**config.mk**
```make
export PLATFORM = sky130hd
export DESIGN_NAME = swing_step_sequencer
export DESIGN_NICKNAME = d
export VERILOG_FILES = /design/src/rtl/sss_pkg.sv /design/src/rtl/swing_step_sequencer.sv
export SDC_FILE = /design/constraint.sdc
export NUM_CORES = 1
export LEC_CHECK = 0
export BUFFER_PORTS_ARGS = -buffer_cell sky130_fd_sc_hd__buf_4
export CORE_MARGIN = 2
export CORE_UTILIZATION = 59
export CTS_BUF_LIST = sky130_fd_sc_hd__clkbuf_4
export DETAILED_ROUTE_END_ITERATION = 7
export PLACE_DENSITY = 0.83
export SLEW_MARGIN = 25
export SYNTH_ARGS = -nofsm -noshare
export SYNTH_HDL_FRONTEND = slang
export SYNTH_SLANG_ARGS = --single-unit
export TNS_END_PERCENT = 1
```
**constraint.sdc**
```tcl
create_clock -name clock -period 5.25 [get_ports clock]
set_clock_uncertainty 0.05 [all_clocks]
set_input_delay 0.2625 -clock clock [delete_from_list [all_inputs] [get_ports clock]]
set_output_delay 0.2625 -clock clock [all_outputs]
set_load 0.05 [all_outputs]
```
**src/rtl/sss_pkg.sv**
```systemverilog
`default_nettype none

package sss_pkg;

   // sequencer size and control tick rate
   localparam int STEPS         = 8;
   localparam int TICKS_PER_SEC = 64;

   // word field widths
   localparam int MODE_W  = 3;
   localparam int STEP_W  = 4;
   localparam int NOTE_W  = 8;
   localparam int TICK_W  = 16;
   localparam int IDX_W   = (STEPS > 1) ? $clog2(STEPS) : 1;

   // configuration registers
   localparam int BPM_W      = 9;
   localparam int SWING_W    = 7;
   localparam int CSR_DATA_W = 9;
   localparam int CSR_IDX_W  = 1;

   localparam logic [CSR_IDX_W-1:0] CSR_TEMPO_BPM     = 1'b0;
   localparam logic [CSR_IDX_W-1:0] CSR_SWING_PERCENT = 1'b1;

   localparam int BPM_MIN     = 30;
   localparam int BPM_MAX     = 300;
   localparam int BPM_RESET   = 120;
   localparam int SWING_MIN   = 50;
   localparam int SWING_MAX   = 75;
   localparam int SWING_RESET = 50;
   localparam int SWING_DIV   = 100;
   localparam int SEC_PER_MIN = 60;
   localparam int LEN_MIN     = 2;
   localparam int LEN_MAX     = 65535;
   localparam int NOTE_BASE   = 36;

   // timing arithmetic sizes
   localparam int DIVIDEND_MAX = TICKS_PER_SEC * SEC_PER_MIN + BPM_MAX / 2;
   localparam int DIV_W        = $clog2(DIVIDEND_MAX + 1);
   localparam int DIV_CNT_W    = $clog2(DIV_W);
   localparam int BASE_MAX     = DIVIDEND_MAX / BPM_MIN;
   localparam int SW_W         = $clog2(SWING_MAX - SWING_MIN + 1);
   localparam int PROD_MAX     = BASE_MAX * (SWING_MAX - SWING_MIN);
   localparam int PROD_W       = $clog2(PROD_MAX + 1);

   // x / 100 as (x * RECIP_100) >> RECIP_SHIFT, exact for x up to 43690
   localparam int RECIP_SHIFT  = 19;
   localparam int RECIP_100    = ((1 << RECIP_SHIFT) + SWING_DIV - 1) / SWING_DIV;
   localparam int RECIP_W      = $clog2(RECIP_100 + 1);

   // step length at the reset tempo, no swing
   localparam int BASE_RESET_RAW = (TICKS_PER_SEC * SEC_PER_MIN + BPM_RESET / 2) / BPM_RESET;
   localparam int BASE_RESET     = (BASE_RESET_RAW < LEN_MIN) ? LEN_MIN : BASE_RESET_RAW;

   typedef enum logic [MODE_W-1:0] {
      MODE_TICK        = 3'd0,
      MODE_RESTART     = 3'd1,
      MODE_SET_GATE    = 3'd2,
      MODE_TOGGLE_GATE = 3'd3,
      MODE_SET_NOTE    = 3'd4,
      MODE_SET_ACCENT  = 3'd5
   } mode_type;

   function automatic logic [NOTE_W-1:0] note_reset(input int i);
      note_reset = NOTE_W'(NOTE_BASE + 2 * i);
   endfunction

endpackage

`default_nettype wire

```
**src/rtl/swing_step_sequencer.sv**
```systemverilog
// Swing step sequencer.
// Input channel (req_*): one word per control-rate tick or edit. mode selects tick,
// restart, set gate, toggle gate, set note or set accent; step_index, note_value and
// flag_value carry the edit. Edits to a step index at or past the step count are
// dropped. Every accepted word gives exactly one result word (rsp_*): whether a new
// step began, and the step, note, gate and accent now playing.
// rsp_valid rises in the cycle after a word is accepted, and a word can be accepted
// in every cycle while no timing recompute runs: the state update and table read sit
// between the input ports and the result register. A held result does not block the
// next word as long as rsp_ready is high in the same cycle; with rsp_ready low, req_ready drops until it is taken.
// Configuration (csr_*): tempo writes are clamped, swing writes clamp csr_wdata[6:0],
// and either starts a timing recompute: a load state, a bit-serial divider for the
// base length, then base floor, multiply, scale by 1/100 and length clamp, during
// which req_ready is low.
// Reset (synchronous) restores the default step table, step 0, 120 bpm and no
// swing, with the timing already valid, so words are taken right after reset.
`default_nettype none

module swing_step_sequencer (
   input  logic                         clock,
   input  logic                         reset,
   input  logic                         req_valid,
   output logic                         req_ready,
   input  logic [sss_pkg::MODE_W-1:0]   req_mode,
   input  logic [sss_pkg::STEP_W-1:0]   req_step_index,
   input  logic [sss_pkg::NOTE_W-1:0]   req_note_value,
   input  logic                         req_flag_value,
   output logic                         rsp_valid,
   input  logic                         rsp_ready,
   output logic                         rsp_step_started,
   output logic [sss_pkg::STEP_W-1:0]   rsp_current_step,
   output logic [sss_pkg::NOTE_W-1:0]   rsp_current_note,
   output logic                         rsp_current_gate,
   output logic                         rsp_current_accent,
   input  logic                         csr_write_en,
   input  logic [sss_pkg::CSR_IDX_W-1:0]  csr_index,
   input  logic [sss_pkg::CSR_DATA_W-1:0] csr_wdata
);
   import sss_pkg::*;

   typedef enum logic [2:0] {
      T_IDLE,
      T_LOAD,
      T_DIV,
      T_BASE,
      T_MUL,
      T_SCALE,
      T_LEN
   } timing_state_type;

   // step table and play state
   logic              gate_ff   [STEPS];
   logic              gate_in   [STEPS];
   logic [NOTE_W-1:0] note_ff   [STEPS];
   logic [NOTE_W-1:0] note_in   [STEPS];
   logic              accent_ff [STEPS];
   logic              accent_in [STEPS];
   logic [STEP_W-1:0] pos_ff, pos_in;
   logic [TICK_W-1:0] tick_ff, tick_in;

   // result register
   logic              rsp_valid_ff;
   logic              started_ff, started_in;
   logic [STEP_W-1:0] cur_step_ff;
   logic [NOTE_W-1:0] cur_note_ff;
   logic              cur_gate_ff;
   logic              cur_accent_ff;

   // configuration and timing
   logic [BPM_W-1:0]     bpm_ff, bpm_in;
   logic [SWING_W-1:0]   swing_pct_ff, swing_pct_in;
   timing_state_type     t_state_ff, t_state_in;
   logic [DIV_W-1:0]     dvd_ff, dvd_in;
   logic [BPM_W-1:0]     rem_ff, rem_in;
   logic [DIV_CNT_W-1:0] div_cnt_ff, div_cnt_in;
   logic [TICK_W-1:0]    base_ff, base_in;
   logic [PROD_W-1:0]    prod_ff, prod_in;
   logic [TICK_W-1:0]    swing_ff, swing_in;
   logic [TICK_W-1:0]    len_even_ff, len_even_in;
   logic [TICK_W-1:0]    len_odd_ff, len_odd_in;

   logic                 req_fire;
   logic                 idx_valid;
   logic [TICK_W-1:0]    tick_inc;
   logic [TICK_W-1:0]    step_len;
   logic [IDX_W-1:0]     rd_idx;
   mode_type             mode;

   logic [BPM_W:0]                trial;
   logic [TICK_W+SW_W-1:0]        prod_full;
   logic [SW_W-1:0]               swing_off;
   logic [PROD_W+RECIP_W-1:0]     scaled_full;
   logic [TICK_W:0]               even_sum;
   logic [TICK_W:0]               odd_diff;

   assign req_ready = (t_state_ff == T_IDLE) && (!rsp_valid_ff || rsp_ready);
   assign req_fire  = req_valid && req_ready;

   assign rsp_valid          = rsp_valid_ff;
   assign rsp_step_started   = started_ff;
   assign rsp_current_step   = cur_step_ff;
   assign rsp_current_note   = cur_note_ff;
   assign rsp_current_gate   = cur_gate_ff;
   assign rsp_current_accent = cur_accent_ff;

   // per-word update
   always_comb begin
      mode       = mode_type'(req_mode);
      idx_valid  = ({1'b0, req_step_index} < (STEP_W + 1)'(STEPS));
      tick_inc   = tick_ff + TICK_W'(1);
      step_len   = pos_ff[0] ? len_odd_ff : len_even_ff;
      pos_in     = pos_ff;
      tick_in    = tick_ff;
      started_in = 1'b0;
      for (int i = 0; i < STEPS; i++) begin
         gate_in[i]   = gate_ff[i];
         note_in[i]   = note_ff[i];
         accent_in[i] = accent_ff[i];
      end
      case (mode)
         MODE_TICK: begin
            if (tick_inc >= step_len) begin
               tick_in    = '0;
               started_in = 1'b1;
               pos_in     = (pos_ff == STEP_W'(STEPS - 1)) ? '0 : pos_ff + STEP_W'(1);
            end else begin
               tick_in = tick_inc;
            end
         end
         MODE_RESTART: begin
            pos_in  = '0;
            tick_in = '0;
         end
         MODE_SET_GATE, MODE_TOGGLE_GATE, MODE_SET_NOTE, MODE_SET_ACCENT: begin
            for (int i = 0; i < STEPS; i++) begin
               if (idx_valid && (req_step_index == STEP_W'(i))) begin
                  case (mode)
                     MODE_SET_GATE:    gate_in[i]   = req_flag_value;
                     MODE_TOGGLE_GATE: gate_in[i]   = ~gate_ff[i];
                     MODE_SET_NOTE:    note_in[i]   = req_note_value;
                     MODE_SET_ACCENT:  accent_in[i] = req_flag_value;
                     default: ;
                  endcase
               end
            end
         end
         default: ;
      endcase
      rd_idx = pos_in[IDX_W-1:0];
   end

   // configuration writes and timing recompute
   always_comb begin
      bpm_in       = bpm_ff;
      swing_pct_in = swing_pct_ff;
      t_state_in   = t_state_ff;
      dvd_in       = dvd_ff;
      rem_in       = rem_ff;
      div_cnt_in   = div_cnt_ff;
      base_in      = base_ff;
      prod_in      = prod_ff;
      swing_in     = swing_ff;
      len_even_in  = len_even_ff;
      len_odd_in   = len_odd_ff;

      trial       = {rem_ff, dvd_ff[DIV_W-1]};
      swing_off   = SW_W'(swing_pct_ff - SWING_W'(SWING_MIN));
      prod_full   = base_ff * swing_off;
      scaled_full = prod_ff * RECIP_W'(RECIP_100);
      even_sum    = {1'b0, base_ff} + {1'b0, swing_ff};
      odd_diff    = {1'b0, base_ff} - {1'b0, swing_ff};

      case (t_state_ff)
         T_IDLE: ;
         T_LOAD: begin
            dvd_in     = DIV_W'(TICKS_PER_SEC * SEC_PER_MIN) + DIV_W'(bpm_ff >> 1);
            rem_in     = '0;
            div_cnt_in = '0;
            t_state_in = T_DIV;
         end
         T_DIV: begin
            // restoring division, quotient bits shift in behind the dividend
            if (trial >= {1'b0, bpm_ff}) begin
               rem_in = BPM_W'(trial - {1'b0, bpm_ff});
               dvd_in = {dvd_ff[DIV_W-2:0], 1'b1};
            end else begin
               rem_in = trial[BPM_W-1:0];
               dvd_in = {dvd_ff[DIV_W-2:0], 1'b0};
            end
            div_cnt_in = div_cnt_ff + DIV_CNT_W'(1);
            if (div_cnt_ff == DIV_CNT_W'(DIV_W - 1)) begin
               t_state_in = T_BASE;
            end
         end
         T_BASE: begin
            base_in    = (TICK_W'(dvd_ff) < TICK_W'(LEN_MIN)) ? TICK_W'(LEN_MIN)
                                                             : TICK_W'(dvd_ff);
            t_state_in = T_MUL;
         end
         T_MUL: begin
            prod_in    = prod_full[PROD_W-1:0];
            t_state_in = T_SCALE;
         end
         T_SCALE: begin
            swing_in   = TICK_W'(scaled_full >> RECIP_SHIFT);
            t_state_in = T_LEN;
         end
         T_LEN: begin
            len_even_in = even_sum[TICK_W] ? TICK_W'(LEN_MAX) : even_sum[TICK_W-1:0];
            len_odd_in  = (odd_diff[TICK_W] || (odd_diff[TICK_W-1:0] < TICK_W'(LEN_MIN)))
                          ? TICK_W'(LEN_MIN) : odd_diff[TICK_W-1:0];
            t_state_in  = T_IDLE;
         end
         default: t_state_in = T_IDLE;
      endcase

      // a new write restarts the recompute with the latest values
      if (csr_write_en) begin
         case (csr_index)
            CSR_TEMPO_BPM: begin
               if (csr_wdata < CSR_DATA_W'(BPM_MIN)) begin
                  bpm_in = BPM_W'(BPM_MIN);
               end else if (csr_wdata > CSR_DATA_W'(BPM_MAX)) begin
                  bpm_in = BPM_W'(BPM_MAX);
               end else begin
                  bpm_in = csr_wdata[BPM_W-1:0];
               end
            end
            CSR_SWING_PERCENT: begin
               if (csr_wdata[SWING_W-1:0] < SWING_W'(SWING_MIN)) begin
                  swing_pct_in = SWING_W'(SWING_MIN);
               end else if (csr_wdata[SWING_W-1:0] > SWING_W'(SWING_MAX)) begin
                  swing_pct_in = SWING_W'(SWING_MAX);
               end else begin
                  swing_pct_in = csr_wdata[SWING_W-1:0];
               end
            end
            default: ;
         endcase
         t_state_in = T_LOAD;
      end
   end

   always_ff @(posedge clock) begin
      if (reset) begin
         for (int i = 0; i < STEPS; i++) begin
            gate_ff[i]   <= 1'b1;
            note_ff[i]   <= note_reset(i);
            accent_ff[i] <= 1'b0;
         end
         pos_ff       <= '0;
         tick_ff      <= '0;
         rsp_valid_ff <= 1'b0;
         bpm_ff       <= BPM_W'(BPM_RESET);
         swing_pct_ff <= SWING_W'(SWING_RESET);
         t_state_ff   <= T_IDLE;
         base_ff      <= TICK_W'(BASE_RESET);
         swing_ff     <= '0;
         len_even_ff  <= TICK_W'(BASE_RESET);
         len_odd_ff   <= TICK_W'(BASE_RESET);
      end else begin
         if (req_fire) begin
            for (int i = 0; i < STEPS; i++) begin
               gate_ff[i]   <= gate_in[i];
               note_ff[i]   <= note_in[i];
               accent_ff[i] <= accent_in[i];
            end
            pos_ff       <= pos_in;
            tick_ff      <= tick_in;
            rsp_valid_ff <= 1'b1;
         end else if (rsp_ready) begin
            rsp_valid_ff <= 1'b0;
         end
         bpm_ff       <= bpm_in;
         swing_pct_ff <= swing_pct_in;
         t_state_ff   <= t_state_in;
         base_ff      <= base_in;
         swing_ff     <= swing_in;
         len_even_ff  <= len_even_in;
         len_odd_ff   <= len_odd_in;
      end
   end

   // payload and datapath registers
   always_ff @(posedge clock) begin
      if (req_fire) begin
         started_ff    <= started_in;
         cur_step_ff   <= pos_in;
         cur_note_ff   <= note_in[rd_idx];
         cur_gate_ff   <= gate_in[rd_idx];
         cur_accent_ff <= accent_in[rd_idx];
      end
      dvd_ff     <= dvd_in;
      rem_ff     <= rem_in;
      div_cnt_ff <= div_cnt_in;
      prod_ff    <= prod_in;
   end

   // a register write holds off words until the timing is recomputed
   a_csr_blocks_req: assert property (@(posedge clock) disable iff (reset)
      csr_write_en |=> !req_ready)
      else $error("word accepted during timing recompute");

   // only a tick can start a step
   a_started_only_tick: assert property (@(posedge clock) disable iff (reset)
      (req_fire && (req_mode != MODE_TICK)) |=> !rsp_step_started)
      else $error("step start reported for a non-tick word");

   // a step start leaves the tick counter at zero while the result is shown
   a_started_tick_zero: assert property (@(posedge clock) disable iff (reset)
      (rsp_valid && rsp_step_started) |-> (tick_ff == '0))
      else $error("tick counter not cleared at step start");

   a_step_in_range: assert property (@(posedge clock) disable iff (reset)
      rsp_valid |-> (rsp_current_step < STEP_W'(STEPS)))
      else $error("current step past step count");

endmodule

`default_nettype wire
```
### Word level (Yosys, flattened, before mapping)

Memory sizes are Yosys's and may differ from the RTL's.
Index checks and enable logic that the tools add are counted.

| word-level totals | value |
|---|---|
| bits in registers | 144 |
| RAM bits | 80 |
| bits of input ports | 31 |
| logic and storage cells | 240 |
| memories kept | 3 |

| cells by class | value |
|---|---|
| add/sub/neg operators | 8 |
| multiply operators | 2 |
| magnitude comparators | 10 |
| equal/unequal tests | 23 |
| multiplexer cells | 113 |
| bitwise operators | 35 |
| reduce and logical (&&, ||, !) cells | 26 |

Memory list:

| name | depth | bits a word | rd ports | clocked after Yosys merged registers in | wr ports | line | RTL |
|---|---|---|---|---|---|---|---|
| note_ff | 8 | 8 | 8 | 0 | 8 | swing_step_sequencer.sv:54 | `logic [NOTE_W-1:0] note_ff [STEPS];` |
| accent_ff | 8 | 1 | 8 | 0 | 8 | swing_step_sequencer.sv:56 | `logic accent_ff [STEPS];` |
| gate_ff | 8 | 1 | 8 | 0 | 8 | swing_step_sequencer.sv:52 | `logic gate_ff [STEPS];` |

Operator list:

| cell | number |
|---|---|
| $mux 8 | 28 |
| $mux 16 | 4 |
| $mux 64 | 1 |
| $mux 1 | 54 |
| $pmux 16 s2 | 1 |
| $mux 9 | 3 |
| $mul 12x13->25 const B | 1 |
| $bmux 8 s3 | 1 |
| $or 1x1->1 | 24 |
| $pmux 12 s2 | 1 |
| $eq 4x3->1 const B | 5 |
| $pmux 3 s6 | 1 |
| $pmux 9 s2 | 1 |
| $add 16x6->17 | 1 |
| $sub 16x6->17 | 1 |
| $add 16x1->16 const B | 1 |
| $ge 16x16->1 | 1 |
| $lt 16x2->1 const B | 1 |
| $mul 16x5->12 | 1 |
| $pmux 1 s2 | 8 |
| $pmux 4 s2 | 2 |
| $eq 3x3->1 const B | 5 |
| $eq 3x2->1 const B | 4 |
| $lt 12x2->1 const B | 1 |
| other kinds (33) | 66 |

### Depth between registers and ports, before layout

Gate-level depths: netlist of run 1.

| logic depth | value |
|---|---|
| depth in word-level cells | 8 |
| gate-level depth with buffers | 21 |

### Worst setup path before layout of run 1

Ideal clock, no wire load.

| timing path | value |
|---|---|
| kind | reg-to-reg |
| from | register prod_ff[6] |
| to | register swing_ff[4] |
| library setup time | 0.128 ns |
| data arrival time | 4.980 ns |
| required time | 5.072 ns |
| path slack | 0.093 ns |
| cell stages (with the launch flop) | 20 |
| path buffers | 0 |
| cells stage by stage | edfxtp_1 -> inv_1 -> fa_1 -> fa_1 -> fa_1 -> inv_1 -> fa_1 -> inv_1 -> fa_1 -> inv_1 -> ha_1 -> a21o_1 -> a21o_1 -> a221oi_1 -> o22ai_1 -> a31oi_1 -> nor4b_1 -> nor4_1 -> a21oi_1 -> nor2_1 |

| on the way | value |
|---|---|
| longest elaborated chain between the ends | 1 |

RTL lines:

| element | line | RTL |
|---|---|---|
| start: declaration | swing_step_sequencer.sv:77 | `logic [PROD_W-1:0] prod_ff, prod_in;` |
| start signal: assignment | swing_step_sequencer.sv:296 | `prod_ff <= prod_in;` |
| $mul 12x13->25 | swing_step_sequencer.sv:169 | `scaled_full = prod_ff * RECIP_W'(RECIP_100);` |
| end signal: assignment | swing_step_sequencer.sv:278 | `swing_ff <= swing_in;` |
| end: declaration | swing_step_sequencer.sv:78 | `logic [TICK_W-1:0] swing_ff, swing_in;` |

Every way passes these cells.
A chain may end at the register's enable or synchronous reset.

### Worst setup path after layout of run 1

| timing path | value |
|---|---|
| from | register prod_ff[10] |
| to | register swing_ff[4] |

The elaborated chain is that of the path after synthesis.

==> qor.txt, run 1 <==
synthesis-stage register bit count: 217
Layout area overhead: 12.0%
CTS Buffer Depth: 3
CTS tree: done
Crit Path Class: flip-flop to flip-flop
Cell Area, Synth: 15,300 um^2
row count: 59
Worst Path Max Fanout: 6
vias in the first global route: 12,000
Max-Cap Viols: 0
Worst slew margin: 34.8%
IO buf count: 47
DRC Markers: 0
antenna viol nets, final: 0
Routed wire per std cell: 17.3 um
fin crit period: 5.05 ns
RD Place Congestion: 0.857
area leader, netlist: edfxtp_1
crit share post-route: 96.1%
worst hold path type: input pin to flip-flop
CTS sink cnt: 217
CP Launch Type: flip-flop
sequential share of power: 49.3%
Post-synth ARST share: 0%
die footprint: 27,300 um^2
Num CTS Buffers: 54
Arrival @ worst endpoint: 5.52 ns
first-pass GRT wire length: 57,200 um
Crit. End Element: flip-flop
Clk pwr share: 37.2%
Req. time, crit path: 5.72 ns
Leak Pwr: 0.00748 uW
DP Worst Slack: -0.0929 ns
Initial Util: 59.5%
Psw: 1090 uW
final setup fails: 0
synth top area cells: edfxtp_1, dfxtp_1, ha_1
Final Hold Fails: 0
GRT Total Usage: 25.9%
WL final: 35,300 um
hold path depth: 4
Worst-Margin Slew: 0.975 ns
CORE AREA: 25,800 um^2
top cells by count, synth: inv_1, nor2_1, ha_1, nand2_1, edfxtp_1
antenna violations before repair: 1
clock transition at the registers of the reported paths: 0.08 ns
via count: 12,100
status: finished clean
Clock Tree Root: clkbuf_4
FF+latch area: 5660 um^2
Post-layout nets: 1,902
Worst R2R Path Depth: 19
placed insts: 1,916
sequential cell area fraction in the yosys report: 36.9%
syn nets: 1,819
Pwr Density: 226 nW/um^2
sw frac: 27.9%
setup TNS: 0 ns
Fmax achieved: 198 MHz
htree depth: 2
Synth Area per Inst: 9.70 um^2
Filler Cell Count: 1,893
chip width: 165 um
VDD IR max: 233 uV
clk_lat worst skew: 0.71 ns
largest net degree at the start of global routing: 80
1st-iter DRT viols: 1,012
final HPWL from detailed placement: 24,900 um
YS warnings: 0
ys flop type: edfxtp_1
worst setup margin: 0.203 ns
cell count after synthesis: 1,581
vias per cell: 5.92
DR pass1 iterations: 6
number of synthesized flops with an enable pin: 131
final std cells w/o fill: 2,044
I/O pin count: 48
post-synth cell types: 70
Pint: 2800 uW
Remaining Overflow, GRT: 0
top-count cell post-synth: inv_1
Pins Over Slew Limit: 0
combinational share of power: 13.5%
Multi-input gate area: 8910 um^2
Synth top area share: 25.6%
Die Y: 165 um
share of cells above drive strength 1: 12.4%
per-stage QoR:
stage          utilization, %  instance area [um^2]  hold slack, ns  power (uW)
2_1_floorplan               -                 15300           0.285        2310
3_3_place_gp             62.2                 16000           0.389        2430
3_5_place_dp             62.2                 16000           0.395        2450
4_1_cts                  65.9                 17000          0.0199        3900
5_1_grt                  66.7                 17200          0.0398        4040
6_report                 66.7                 17200          0.0677        3890
routing by layer:
layer	track usage (%)	part of all wire [%]
met1	33.1	41
met5	0	0
met3	3.87	6.7
met4	10.2	2.6
met2	44.4	49
power by group through the flow:
stage	Clock [uW]	Combinational [uW]	Sequential, uW
CTS	1470	510	1920
global route	1550	569	1930
global placement	0	480	1950
finish	1450	523	1920
floorplan	0	324	1980
detailed placement	0	494	1960
worst paths after layout:
kind	from	endpoint	slack, ns
worst max-delay path	prod_ff[10]	swing_ff[4]	0.20
worst max register to register	prod_ff[10]	swing_ff[4]	0.20
worst min register to register	len_even_ff[12]	len_even_ff[12]	0.40
worst min-delay path	req_mode[0]	gate_ff[0][2]	0.07
registers in the layout, summed over array words and instances, names as in the netlist, 5 cells and up:
name and cells:
base_ff 12, gate_ff 8, prod_ff 12, rem_ff 9, bpm_ff 9, len_odd_ff 16
swing_ff 6, rsp_current_note 8, note_ff 64, dvd_ff 12, accent_ff 8, swing_pct_ff 5
tick_ff 16, len_even_ff 13
repair_timing:
| action | CTS | global route |
|---|---|---|
| pin swaps | 3 | 20 |
| setup buffers | 1 | 6 |
| setup endpoints to repair | 3 | 6 |
| hold endpoints to repair | 44 | 0 |
| gates cloned | 0 | 0 |
| hold buffers | 20 | 0 |
| gates resized for setup | 4 | 23 |
area by class of cell:
type | instances | share of cell area (%)
sequential | 217 | 32.9
clock buffer | 75 | 3.28
clock inverter | 25 | 0.896
timing repair buffer | 103 | 4.93
multi-input combinational | 1119 | 51.8
inverter | 169 | 3.69
tap | 335 | 2.44
antenna | 1 | 0.0146
cells in the final DEF, fill, tap and decap left out, drive strengths merged, types with 8 or more instances in the layout:
| master | count |
|---|---|
| inv | 169 |
| nor2 | 148 |
| ha | 137 |
| nand2 | 132 |
| edfxtp | 131 |
| dfxtp | 86 |
| a22oi | 86 |
| buf | 83 |
| clkbuf | 75 |
| a21oi | 72 |
| fa | 70 |
| mux2i | 64 |
| nand3 | 39 |
| xnor2 | 39 |
| o21ai | 37 |
| nor2b | 35 |
| a211oi | 31 |
| and2 | 30 |
| xor2 | 22 |
| clkinv | 22 |
| dlygate4sd3 | 20 |
| nor3 | 20 |
| a21o | 19 |
| nand2b | 19 |
| and3 | 13 |
| or3 | 8 |
| a221o | 8 |
critical path, cell delays in order (launching register included):
cell      delay [ns]
edfxtp_1        0.44
buf_6           0.17
ha_4            0.26
inv_1           0.05
fa_1            0.49
inv_1           0.06
fa_2            0.55
inv_1           0.05
fa_2            0.47
fa_1            0.55
inv_1           0.04
ha_1            0.31
a21o_1          0.22
a221oi_4        0.29
o22ai_4         0.14
a31oi_4         0.24
nor4b_4         0.24
nor4_1          0.07
a21oi_1         0.16
nor2_1          0.05
cell families (layout without fill, tap and decap cells):
kind of cell	count (synthesis)	after routing	share of synthesized area, %
multiplexers	68	68	4.47
AO/OA/AOI/OAI	307	307	13.9
XOR/XNOR	61	61	3.48
AND/OR/NAND/NOR	475	475	14.6
flip-flops	217	217	36.9
adder cells (fa/ha/maj)	208	208	20.4
other	0	1	0
buffers and inverters	245	372	6.26
(Power assumes the default switching activity.)
==> inputs of run 2 (changes only) <==
--- a/config.mk
+++ b/config.mk
@@ -5,6 +5,7 @@
 export SDC_FILE = /design/constraint.sdc
 export NUM_CORES = 1
 export LEC_CHECK = 0
+export ABC_AREA = 1
 export BUFFER_PORTS_ARGS = -buffer_cell sky130_fd_sc_hd__buf_4
 export CORE_MARGIN = 2
 export CORE_UTILIZATION = 59
==> qor.txt, run 2 <==
antenna violations before repair: 1
Arrival @ worst endpoint: 5.39 ns
Initial Util: 59.8%
Pwr Density: 225 nW/um^2
ys flop type: edfxtp_1
sw frac: 28.1%
area leader, netlist: edfxtp_1
post-layout utilization of the core: 66.1%
CTS tree: done
Hold EP: accent_ff[0][0]
Psw: 1120 uW
sequential cell area fraction in the yosys report: 35.3%
Die Y: 169 um
Post-synth ARST share: 0%
top layer in use: met4
antenna viol nets, final: 0
Final Hold Fails: 0
largest net degree at the start of global routing: 67
GRT Total Usage: 28.4%
M1 wire length: 17,000 um
number of synthesized flops with an enable pin: 131
top cells by count, synth: nand2_1, inv_1, nor2_1, ha_1, nand3_1
1st-iter DRT viols: 1,380
Fmax achieved: 208 MHz
htree depth: 2
Crit. End Element: flip-flop
status: finished clean
DR pass1 iterations: 5
commonest cells after routing, fill and taps aside: nand2_1, inv_1, nor2_1, ha_1, nand3_1
Worst Path Max Fanout: 5
I/O pin count: 48
Synth Area per Inst: 8.05 um^2
DR WL met2: 18,800 um
syn nets: 2,227
setup TNS: 0 ns
worst setup margin: 0.435 ns
vias per cell: 5.74
combinational share of power: 13.2%
Cell Area, Synth: 16,000 um^2
cell count after synthesis: 1,989
RD Place Congestion: 0.915
final setup fails: 0
hold path depth: 6
DP Worst Slack: 0.387 ns
Worst R2R Path Depth: 21
synth top area cells: edfxtp_1, dfxtp_1, ha_1
RSZ-0062 raised after global routing: false
final HPWL from detailed placement: 29,100 um
Crit Path Class: flip-flop to flip-flop
clk_lat worst skew: 0.73 ns
post-synth cell types: 45
fin crit period: 4.81 ns
Routed wire per std cell: 16.4 um
Max-Cap Viols: 0
Post-layout nets: 2,317
row count: 60
metal3 WL: 3160 um
worst hold path type: input pin to flip-flop
VDD IR max: 197 uV
most flop-heavy register: note_ff
Pins Over Slew Limit: 0
flop2flop setup slack: 0.44 ns
die footprint: 28,500 um^2
YS warnings: 0
share of cells above drive strength 1: 9.65%
Remaining Overflow, GRT: 0
synthesis-stage register bit count: 217
worst flop-to-flop path endpoint: swing_ff[4]
commonest non-fill, non-tap cell in the layout: nand2_1
RR Startpoint: prod_ff[6]
top flop regs: note_ff (64), len_odd_ff (16), tick_ff (16)
Worst slew margin: 35.6%
Worst-Margin Slew: 0.965 ns
CORE AREA: 26,800 um^2
HP Start: req_mode[1]
max reg flops: 64
Num CTS Buffers: 58
vias in the first global route: 13,900
hold_ws: 0.0764 ns
CTS sink cnt: 217
Layout area overhead: 10.6%
CP Launch Type: flip-flop
IO buf count: 47
Pint: 2860 uW
first-pass GRT wire length: 65,800 um
CTS Buffer Depth: 3
Clock Tree Root: clkbuf_4
Leak Pwr: 0.00821 uW
Synth top area share: 24.6%
DRC Markers: 0
WL final: 40,400 um
sequential share of power: 48.1%
crit share post-route: 91.7%
Req. time, crit path: 5.82 ns
top-count cell post-synth: nand2_1
via count: 14,200
Clk pwr share: 38.7%
Filler Cell Count: 2,152
chip width: 169 um
clock transition at the registers of the reported paths: 0.07 ns
run 2: critical path, stage by stage, from the launching register on:
cell      delay (ns)
edfxtp_1        0.46
inv_1           0.09
fa_1            0.58
fa_1            0.44
fa_1            0.51
inv_1           0.05
fa_1            0.53
inv_1           0.06
fa_1            0.53
inv_1           0.04
ha_1            0.33
nand2_1         0.08
nand2_1         0.06
a31oi_1         0.20
nand2_1         0.08
a21oi_1         0.13
o21ai_0         0.11
nand2_1         0.07
inv_1           0.03
o21ai_0         0.16
nand2_1         0.07
inv_1           0.05
run 2: power groups by stage:
stage                     clock network [uW]  registers [uW]  logic (uW)
after global placement                     0            1950         489
after detailed placement                   0            1950         502
after floorplan                            0            1970         341
after global routing                    1640            1920         586
final                                   1540            1910         527
after CTS                               1560            1910         518
run 2: layer usage:
layer  vias to the layer above  GRT usage (%)
li1                       6786              -
met2                       674           46.7
met3                       135           3.81
met1                      6563           37.9
met4                         0           12.5
met5                         -              0
run 2: worst max-delay path by stage:
| stage | start | to | slack, ns | cells past startpoint |
|---|---|---|---|---|
| global route | prod_ff[10] | swing_ff[4] | 0.05 | 22 |
| CTS | prod_ff[9] | swing_ff[4] | 0.37 | 22 |
| global placement | prod_ff[9] | swing_ff[4] | 0.44 | 19 |
| detailed placement | prod_ff[9] | swing_ff[4] | 0.39 | 22 |
| floorplan | prod_ff[9] | swing_ff[4] | 0.71 | 22 |
| finish | prod_ff[6] | swing_ff[4] | 0.44 | 21 |
run 2: cell type report:
| cell class | instances | area, um^2 | area share [%] |
|---|---|---|---|
| multi-input cells | 1382 | 8890 | 50.2 |
| flip-flops and latches | 217 | 5660 | 31.9 |
| inverters | 330 | 1240 | 6.99 |
| repair buffers | 90 | 746 | 4.21 |
| clock buffers | 94 | 706 | 3.98 |
| well taps | 341 | 427 | 2.41 |
| clock inverters | 11 | 51.3 | 0.290 |
| diodes | 1 | 2.50 | 0.0141 |
run 2: cells by family (layout without fill, tap and decap cells):
kind of cell	count (synthesis)	after routing	share of synthesized area, %
flip-flops	217	217	35.3
AO/OA/AOI/OAI	336	336	12.3
multiplexers	4	4	0.250
AND/OR/NAND/NOR	784	784	20.6
buffers and inverters	390	525	9.33
XOR/XNOR	51	51	2.79
adder cells (fa/ha/maj)	207	207	19.4
other	0	1	0
run 2: stage by stage:
| stage | power [uW] | instance area [um^2] | cells |
|---|---|---|---|
| floorplan | 2310 | 16000 | 1989 |
| global placement | 2430 | 16700 | 2332 |
| detailed placement | 2450 | 16700 | 2332 |
| CTS | 3990 | 17700 | 2460 |
| global route | 4140 | 17700 | 2466 |
| finish | 3980 | 17700 | 2466 |
run 2: what timing repair did:
| item | in CTS | in global routing |
|---|---|---|
| hold buffers | 23 | 0 |
| setup buffers | 0 | 5 |
| gates resized for setup | 0 | 1 |
| setup endpoints to repair | 0 | 1 |
| hold endpoints to repair | 23 | 0 |
==> inputs of run 3 (changes only) <==
--- a/config.mk
+++ b/config.mk
@@ -8,10 +8,10 @@
 export ABC_AREA = 1
 export BUFFER_PORTS_ARGS = -buffer_cell sky130_fd_sc_hd__buf_4
 export CORE_MARGIN = 2
-export CORE_UTILIZATION = 59
+export CORE_UTILIZATION = 70
 export CTS_BUF_LIST = sky130_fd_sc_hd__clkbuf_4
 export DETAILED_ROUTE_END_ITERATION = 7
-export PLACE_DENSITY = 0.83
+export PLACE_DENSITY = 0.92
 export SLEW_MARGIN = 25
 export SYNTH_ARGS = -nofsm -noshare
 export SYNTH_HDL_FRONTEND = slang
==> constraint.sdc (replaced) <==
create_clock -name clock -period 5.7 [get_ports clock]
set_clock_uncertainty 0.05 [all_clocks]
set_input_delay 0.285 -clock clock [delete_from_list [all_inputs] [get_ports clock]]
set_output_delay 0.285 -clock clock [all_outputs]
set_load 0.05 [all_outputs]
==> qor.txt, run 3 (synthesis gave the netlist of run 2 again) <==
VDD IR max: 225 uV
final HPWL from detailed placement: 29,000 um
CORE AREA: 22,600 um^2
chip width: 155 um
clk_lat worst skew: 0.71 ns
Final Hold Fails: 0
Pins Over Slew Limit: 0
Filler Cell Count: 1,470
first-pass GRT wire length: 68,100 um
CTS tree: done
Pwr Density: 207 nW/um^2
vias per cell: 6.03
status: finished clean
IO buf count: 47
I/O pin count: 48
antenna violations before repair: 1
Crit. End Element: flip-flop
Layout area overhead: 9.18%
CTS sink cnt: 217
Arrival @ worst endpoint: 5.44 ns
cell chain of the critical path: fa_1, xor2_1, ha_1, a21oi_1, fa_1, inv_1, fa_1, inv_1, fa_1, inv_1, ha_1, nand2_1, nor2_1, inv_1, nor4_1, nand2_1, o21ai_0, nand2_1, inv_1, o21ai_0, nand2_1, inv_1
CP Launch Type: flip-flop
fin crit period: 4.89 ns
via count: 14,400
commonest non-fill, non-tap cell in the layout: nand2_1
RSZ-0062 raised after global routing: false
GRT Total Usage: 34.9%
top flop regs: note_ff (64), len_odd_ff (16), tick_ff (16)
Clock Tree Root: clkbuf_4
Worst Path Max Fanout: 6
CP most frequent cell: inv_1
max reg flops: 64
DRC Markers: 0
antenna viol nets, final: 0
final setup fails: 0
RD Place Congestion: 0.932
most flop-heavy register: note_ff
share of cells above drive strength 1: 9.17%
1st-iter DRT viols: 1,651
Hold Buf Count CTS: 17
Max-Cap Viols: 0
largest net degree at the start of global routing: 71
Leak Pwr: 0.00813 uW
Req. time, crit path: 6.24 ns
Worst-Margin Slew: 0.972 ns
Num CTS Buffers: 56
critical path's slowest cell: fa_1
CTS Buffer Depth: 3
power consumption: 3630 uW
vias in the first global route: 14,100
Die Y: 155 um
Initial Util: 71.0%
clock transition at the registers of the reported paths: 0.07 ns
Crit Path Class: flip-flop to flip-flop
Routed wire per std cell: 17.5 um
commonest cells after routing, fill and taps aside: nand2_1, inv_1, nor2_1, ha_1, nand3_1
Worst slew margin: 34.8%
Fmax achieved: 204 MHz
row count: 55
crit share post-route: 85.9%
htree depth: 2
DR pass1 iterations: 7
WL final: 42,000 um
die footprint: 24,100 um^2
post-cts sizing count: 0
Post-layout nets: 2,302
Post-CTS Setup Bufs: 0
worst hold path type: input pin to flip-flop
setup TNS: 0 ns
Remaining Overflow, GRT: 0
slowest stage delay, CP: 0.64 ns
## run 3: cell count changes in the layout (fill, tap and decap cells not counted), sizes merged
cell and delta:
clkinv -1, buf -7, clkbuf -3, clkinvlp -1
dlygate4sd3 -6, inv -1
## run 3: critical path: cells and delay by family, from the launching register on
| family | cells | cell delay (ns) |
|---|---|---|
| adders and majority gates | 6 | 2.68 |
| and+or+nand+nor | 6 | 0.71 |
| DFF | 1 | 0.52 |
| AOI/OAI and AO/OA | 3 | 0.32 |
| buffers and inverters | 6 | 0.32 |
| xor gates and xnor gates | 1 | 0.17 |
## run 3: area by class of cell
type	instances	area (um^2)	area share (%)
clock inverters	8	41.3	0.236
multi-input cells	1382	8880	50.8
repair buffers	77	633	3.62
diodes	1	2.50	0.0143
well taps	285	357	2.04
clock buffers	91	683	3.91
flip-flops and latches	217	5660	32.3
inverters	330	1240	7.08
## run 3: routing by layer
layer  GRT usage [%]  routed length, um
met5               0                  0
met4            14.6               1760
met3            6.46               4110
met2            58.4              20000
met1            45.0              16100
## run 3: worst paths after layout
check | start | depth (start not counted) | slack, ns | to
min reg2reg | len_odd_ff[3] | 2 | 0.41 | len_odd_ff[3]
max | prod_ff[9] | 22 | 0.81 | swing_ff[4]
max reg2reg | prod_ff[9] | 22 | 0.81 | swing_ff[4]
min | req_mode[2] | 4 | 0.08 | rsp_step_started
## run 3: metrics by stage
stage | cell area, um^2 | utilization (%) | worst slack [ns] | hold slack, ns | instances
finish | 17500 | 77.5 | 0.806 | 0.0840 | 2391
CTS | 17500 | 77.5 | 0.839 | 0.0500 | 2390
floorplan | 16000 | - | 1.16 | 0.364 | 1989
detailed placement | 16600 | 73.5 | 0.860 | 0.400 | 2274
global placement | 16600 | 73.5 | 0.906 | 0.381 | 2274
global route | 17500 | 77.5 | 0.390 | 0.0888 | 2391
## run 3: power breakdown
part / switching [uW] / total (uW) / internal, uW
Sequential: 32.1 / 1770 / 1730
Clock: 655 / 1370 / 718
Combinational: 333 / 490 / 157
